[config.mk]
export PLATFORM = sky130hd
export DESIGN_NAME = cstm_cell
export DESIGN_NICKNAME = d
export VERILOG_FILES = /design/src/sv/context_sample_table_matcher_defines.svh /design/src/sv/cstm_pkg.sv /design/src/sv/cstm_cell.sv
export SDC_FILE = /design/constraint.sdc
export NUM_CORES = 1
export LEC_CHECK = 0
export ABC_AREA = 0
export BUFFER_PORTS_ARGS = -buffer_cell sky130_fd_sc_hd__buf_2
export CAP_MARGIN = 20
export CORE_AREA = 2 2 524 526
export DETAILED_ROUTE_END_ITERATION = 10
export DIE_AREA = 0 0 526 528
export HOLD_SLACK_MARGIN = 0.15
export PLACE_DENSITY_LB_ADDON = 0.15
export SYNTH_ARGS = -nofsm -noshare
export SYNTH_HDL_FRONTEND = slang
export SYNTH_SLANG_ARGS = --single-unit
export TNS_END_PERCENT = 10
[constraint.sdc]
create_clock -name clk_i -period 4.72 [get_ports clk_i]
set_input_delay 0.236 -clock clk_i [delete_from_list [all_inputs] [get_ports clk_i]]
set_output_delay 0.236 -clock clk_i [all_outputs]
set_load 0.005 [all_outputs]
[src/sv/context_sample_table_matcher_defines.svh]
// Assertion macros for the context sample table matcher.
// Included by the top level; no other dependencies.
`ifndef CONTEXT_SAMPLE_TABLE_MATCHER_DEFINES_SVH
`define CONTEXT_SAMPLE_TABLE_MATCHER_DEFINES_SVH
`ifndef SYNTHESIS
// check a property on every clock edge outside reset
`define CSTM_ASSERT(lbl, prop, msg) \
  lbl: assert property (@(posedge clk_i) disable iff (!rst_ni) (prop)) else $error(msg);
// check a property on every clock edge, reset included
`define CSTM_ASSERT_ALWAYS(lbl, prop, msg) \
  lbl: assert property (@(posedge clk_i) (prop)) else $error(msg);
`else
`define CSTM_ASSERT(lbl, prop, msg)
`define CSTM_ASSERT_ALWAYS(lbl, prop, msg)
`endif
`endif

[src/sv/cstm_pkg.sv]
// Shared types and codes of the context sample table matcher.
// No dependencies; used by cstm_cell and the top level.
`timescale 1ns / 1ps
package cstm_pkg;

  localparam int unsigned SLOT_W = 4;

  typedef enum logic [2:0] {
    ST_OK       = 3'd0,
    ST_AMBIG    = 3'd1,
    ST_MISMATCH = 3'd2,
    ST_STALE    = 3'd3,
    ST_NOTFOUND = 3'd4,
    ST_INVALID  = 3'd5,
    ST_REJECT   = 3'd6
  } status_e;

  typedef enum logic [1:0] {
    MODE_RECORD = 2'd0,
    MODE_FRESH  = 2'd1,
    MODE_ANY    = 2'd2,
    MODE_UNUSED = 2'd3
  } mode_e;

  typedef enum logic [2:0] {
    REG_PROCESS_BASE   = 3'd0,
    REG_PROCESS_LENGTH = 3'd1,
    REG_SYSTEM_BASE    = 3'd2,
    REG_SYSTEM_LENGTH  = 3'd3,
    REG_AGE_LIMIT      = 3'd4
  } cfg_reg_e;

  // fixed-width part of one table entry
  typedef struct packed {
    logic [31:0] key;
    logic [31:0] stack;
    logic [31:0] window;
    logic [31:0] menu;
    logic [31:0] tstamp;
  } ent_t;

  // scan token handed from cell to cell
  typedef struct packed {
    logic valid;
    logic ambig;
    logic hit;
    logic mism;
    logic stale;
    logic khit;
    logic efound;
    ent_t found;
  } tok_t;

  // query held steady during a scan
  typedef struct packed {
    ent_t        item;
    logic        fresh;
    logic [7:0]  len;
    logic [31:0] pbase;
    logic [31:0] ahi;
    logic [31:0] sbase;
    logic [31:0] shi;
    logic [31:0] age_limit;
  } query_t;

endpackage

[src/sv/cstm_cell.sv]
// One table entry plus one stage of the scan chain.
// Depends on cstm_pkg.
`timescale 1ns / 1ps
module cstm_cell import cstm_pkg::*; #(
  parameter int unsigned IW     = 4,
  parameter int unsigned NAME_W = 248,
  parameter int unsigned IDX    = 0,
  parameter int unsigned LABEL_SIZE = 32
) (
  input  logic              clk_i,
  input  logic              rst_ni,
  input  query_t            query_i,
  input  logic [NAME_W-1:0] qname_i,
  input  tok_t              tok_i,
  input  logic [IW-1:0]     hit_idx_i,
  input  logic [IW-1:0]     key_idx_i,
  input  logic [IW-1:0]     empty_idx_i,
  output tok_t              tok_o,
  output logic [IW-1:0]     hit_idx_o,
  output logic [IW-1:0]     key_idx_o,
  output logic [IW-1:0]     empty_idx_o,
  input  logic              wr_en_i,
  input  logic [IW-1:0]     wr_idx_i,
  input  ent_t              wr_ent_i,
  input  logic [7:0]        wr_len_i,
  input  logic [NAME_W-1:0] wr_name_i
);

  localparam logic [IW-1:0] MY_IDX = IW'(IDX);

  logic [31:0]       key_q;
  ent_t              ent_q;
  logic [7:0]        len_q;
  logic [NAME_W-1:0] name_q;

  tok_t          tok_d, tok_q;
  logic [IW-1:0] hit_idx_d, hit_idx_q, key_idx_d, key_idx_q, empty_idx_d, empty_idx_q;

  logic occ, pass, name_ok, too_old;
  logic key_in, stk_in, win_ok, menu_ok;
  logic [31:0] age;

  // entry filter against both partitions
  always_comb begin
    occ     = key_q != 32'd0;
    key_in  = key_q >= query_i.pbase && key_q < query_i.ahi;
    stk_in  = ent_q.stack >= query_i.pbase && ent_q.stack < query_i.ahi;
    win_ok  = ent_q.window == 32'd0 ||
              (ent_q.window >= query_i.pbase && ent_q.window < query_i.ahi) ||
              (ent_q.window >= query_i.sbase && ent_q.window < query_i.shi);
    menu_ok = ent_q.menu == 32'd0 ||
              (ent_q.menu >= query_i.pbase && ent_q.menu < query_i.ahi) ||
              (ent_q.menu >= query_i.sbase && ent_q.menu < query_i.shi);
    pass    = occ && key_in && ent_q.stack != 32'd0 && stk_in && win_ok && menu_ok;
    name_ok = query_i.len < 8'(LABEL_SIZE) && len_q == query_i.len && name_q == qname_i;
    age     = query_i.item.tstamp - ent_q.tstamp;
    too_old = query_i.fresh && age > query_i.age_limit;
  end

  // fold this entry into the passing token
  always_comb begin
    tok_d       = tok_i;
    hit_idx_d   = hit_idx_i;
    key_idx_d   = key_idx_i;
    empty_idx_d = empty_idx_i;
    if (tok_i.valid) begin
      if (!tok_i.ambig && pass) begin
        if (!name_ok) begin
          tok_d.mism = 1'b1;
        end else if (too_old) begin
          tok_d.stale = 1'b1;
        end else if (tok_i.hit) begin
          tok_d.ambig = 1'b1;
        end else begin
          tok_d.hit     = 1'b1;
          tok_d.found   = ent_q;
          tok_d.found.key = key_q;
          hit_idx_d     = MY_IDX;
        end
      end
      if (occ && key_q == query_i.item.key && !tok_i.khit) begin
        tok_d.khit = 1'b1;
        key_idx_d  = MY_IDX;
      end
      if (!occ && !tok_i.efound) begin
        tok_d.efound = 1'b1;
        empty_idx_d  = MY_IDX;
      end
    end
  end

  // advance the token one cell
  always_ff @(posedge clk_i or negedge rst_ni) begin
    if (!rst_ni) begin
      tok_q <= '0;
    end else begin
      tok_q <= tok_d;
    end
  end

  always_ff @(posedge clk_i) begin
    hit_idx_q   <= hit_idx_d;
    key_idx_q   <= key_idx_d;
    empty_idx_q <= empty_idx_d;
  end

  // key marks the entry occupied
  always_ff @(posedge clk_i or negedge rst_ni) begin
    if (!rst_ni) begin
      key_q <= 32'd0;
    end else if (wr_en_i && wr_idx_i == MY_IDX) begin
      key_q <= wr_ent_i.key;
    end
  end

  always_ff @(posedge clk_i) begin
    if (wr_en_i && wr_idx_i == MY_IDX) begin
      ent_q  <= wr_ent_i;
      len_q  <= wr_len_i;
      name_q <= wr_name_i;
    end
  end

  assign tok_o       = tok_q;
  assign hit_idx_o   = hit_idx_q;
  assign key_idx_o   = key_idx_q;
  assign empty_idx_o = empty_idx_q;

endmodule
==> results.md <==
| Metric | This run |
| --- | --- |
| Run status | finished, violations left |
| Violations in the final reports | setup timing |
| Syn Nets | 4,310 |
| Number of H-tree levels | 3 |
| Sequential cell area | 16,750 sq um |
| Clock buffer count from CTS | 90 |
| Setup Skew | 0.07695 ns |
| Total congestion overflow after global routing | 0 |
| Placer congestion estimate | 0.8427 |
| Number of antenna violations at the first check in global routing | 189 |
| HPWL after detailed placement | 187,900 microns |
| Initial Util | 0.1228 |
| Worst setup margin | -0.9154 ns |
| Share of the yosys chip area belonging to registers | 0.5009 |
| Remaining max-slew budget at the tightest pin | 0.4168 |
| Mean Syn Cell Area | 12.44 sq um |
| Synthesis-to-finish area growth | 77.41% |
| Setup-violating endpoint count in the final report | 167 |
| Die Ht | 528 microns |
| Yosys synthesis warning count | 0 |
| Mapped Area | 33,440 sq um |
| Setup TNS | -129.34 ns |
| EDFF count, synth | 384 |
| Most used DFF post-synth | sky130_fd_sc_hd__edfxtp_1 |
| CTS sink count | 595 |
| Number of placement rows | 192 |
| Vias in the first global route | 34,365 |
| Synthesis-stage register bit count | 595 |
| Most common cell after layout, fill and taps aside | sky130_fd_sc_hd__buf_2 |
| Cell occurring most often along the worst timing path | sky130_fd_sc_hd__buf_12 |
| Clock tree buffer depth | 4 |
| CTS Root Buffer Type | sky130_fd_sc_hd__clkbuf_16 |
| Final ANT Viol Nets | 0 |
| Post-synthesis async set-or-reset flop share | 0.3345 |
| Actual transition at the worst max-transition pin | 0.8656 ns |
| Final critical path time including I/O delays and setup | 5.635 ns |
| Max capacitance violation total | 0 |
| Data arrival at the endpoint of the critical path | 6.27 ns |
| GRT Total Usage | 0.1571 |
| DRC errors left | 0 |
| Net count, final | 6,780 |
| Crit end category | register |
| Count of input and output buffers | 1,261 |
| Overall power consumption | 0.01618 W |
| Synthesized netlist cell count | 2,689 |
| Initial detailed-routing violation count | 1,546 |
| Fillers | 29,941 |
| Routed wire per std cell | 25.31 microns |
| Die area | 277,700 sq um |
| Core ar. | 272,400 sq um |
| Global-route wire length before repair | 297,700 microns |
| CP max-delay cell | sky130_fd_sc_hd__edfxtp_1 |
| Worst Hold Depth | 2 |
| Share of the cycle needed by the critical path after routing | 1.194 |
| IO Count | 1,358 |
| DR pass1 iterations | 5 |
| Clock transition at path regs | 0.06 ns |
| Number of slew-limit violations in the final report | 0 |
| Vias per inst | 3.645 |
| Pin count of the biggest net entering global routing | 88 |
| Classification of the worst setup path | register to register |
| Maximum single-stage delay on the critical path | 0.37 ns |
| Final number of hold-violating endpoints | 0 |
| RSZ-0062 raised after global routing | true |
| Die X | 526 microns |
| Maximum resistive drop on vdd | 0.2620 mV |
| Power per cell area | 272.7 nW/um^2 |
| Proportion of layout cells with a drive suffix above 1 | 0.3417 |
| Insertion delay to the later sink of the worst-skew pair | 0.80 ns |
| Lkg Pwr | 26.13 nW |
| Via count | 32,429 |
| Netlist cell types | 65 |
| Data required time at the worst endpoint | 5.36 ns |
| Max Clock Freq | 0.1775 GHz |
| Element type at the critical path start | register |
| Worst-path fanout max | 8 |
| Total length of routed wires | 225,200 microns |
| Highest-count cells in the layout ignoring fill and taps | sky130_fd_sc_hd__buf_2, sky130_fd_sc_hd__dlygate4sd3_1, sky130_fd_sc_hd__ha_1 |
| Path category of the worst min-delay check | input pin to register |
| R2R cell count | 30 |
| Multi-input logic area | 16,330 sq um |
| CTS tree | done |
[sequential cells by signal, summed over array words and instances (netlist names)]
register     count
empty_idx_o      4
len_q            8
key_idx_o        4
hit_idx_o        4
key_q           32
ent_q          128
name_q         248
tok_o          167
[final timing paths]
path	slack, ns	startpoint	to
setup reg to reg	-0.92	ent_q[0]	tok_o[154]
min in group asynchronous	0.69	rst_ni	tok_o[50]
max in group asynchronous	3.43	rst_ni	key_q[9]
hold reg to reg	0.51	ent_q[18]	tok_o[18]
setup / recovery	-0.92	ent_q[0]	tok_o[154]
hold / removal	0.24	wr_name_i[230]	name_q[230]
[stage by stage]
stage          utilization  area (sq um)  instances  hold slack (ns)  setup slack, ns
6_report            0.2178         59330       8897           0.2366          -0.9154
5_1_grt             0.2173         59200       8844           0.1735           -1.214
4_1_cts             0.2160         58840       8811           0.1155          -0.9717
3_5_place_dp        0.1677         45680       7696           0.1753           -1.443
3_3_place_gp        0.1677         45680       7696           0.1789           -1.484
2_1_floorplan            -         33450       2689         -0.05959          -0.2607
[power by group]
group	leakage (nW)	total, W	switching [W]	internal [W]
Clock	1.44	0.00698	0.00286	0.00412
Sequential	5.91	0.00608	0.000310	0.00577
Combinational	18.8	0.00312	0.00145	0.00167
[synthesized netlist by cell type (65+ instances only)]
library cell | count | area (sq um)
sky130_fd_sc_hd__a21oi_1 | 142 | 710.7
sky130_fd_sc_hd__xnor2_1 | 143 | 1252
sky130_fd_sc_hd__ha_1 | 441 | 5518
sky130_fd_sc_hd__nor2_1 | 77 | 289.0
sky130_fd_sc_hd__edfxtp_1 | 384 | 11530
sky130_fd_sc_hd__xor2_1 | 162 | 1419
sky130_fd_sc_hd__o21ai_0 | 65 | 325.3
sky130_fd_sc_hd__dfrtp_1 | 199 | 4980
sky130_fd_sc_hd__nand2_1 | 84 | 315.3
sky130_fd_sc_hd__mux2_1 | 160 | 1802
sky130_fd_sc_hd__nor4_1 | 96 | 600.6
sky130_fd_sc_hd__nand4_1 | 105 | 656.9
sky130_fd_sc_hd__inv_1 | 214 | 803.3
[what timing repair did]
item                       in CTS  in global routing
buffers inserted               12                  6
resized for setup             120                 50
hold endpoints to repair      814                  0
gates cloned                    6                  2
setup endpoints to repair     167                167
hold buffers                  935                  0
pin swaps                      14                 21
[logic make-up after synthesis]
family | Yosys count | share of synthesized area
flops | 595 | 0.5009
simple gates | 492 | 0.07871
fa+ha+maj | 442 | 0.1656
compound gates | 426 | 0.08107
xor+xnor | 305 | 0.07987
buf+inv | 238 | 0.02959
mux | 191 | 0.06431
[critical path, delay by kind of cell (launching register included)]
family          cells  cell delay, ns
compound gates     13            2.12
buf+inv             9            1.29
fa+ha+maj           3            0.88
flops               1            0.37
simple gates        3            0.37
mux                 1            0.30
xor+xnor            1            0.17
[routing by layer]
metal | wire length (microns) | track usage | vias up | part of all wire
li1 | - | - | 15171 | -
met1 | 85910 | 0.1745 | 15531 | 0.38
met2 | 116500 | 0.2928 | 1248 | 0.52
met3 | 15350 | 0.03937 | 399 | 0.068
met4 | 6932 | 0.04402 | 80 | 0.031
met5 | 487 | 0 | - | 0.0022
[final cells by class]
class,instances,area share
tap,3589,0.07568
multi-input combinational,1856,0.2752
timing repair buffer,2401,0.2999
sequential,595,0.2823
antenna,78,0.003290
clock inverter,54,0.009047
inverter,215,0.01360
clock buffer,109,0.04093
Power figures use the tool's default switching activity.
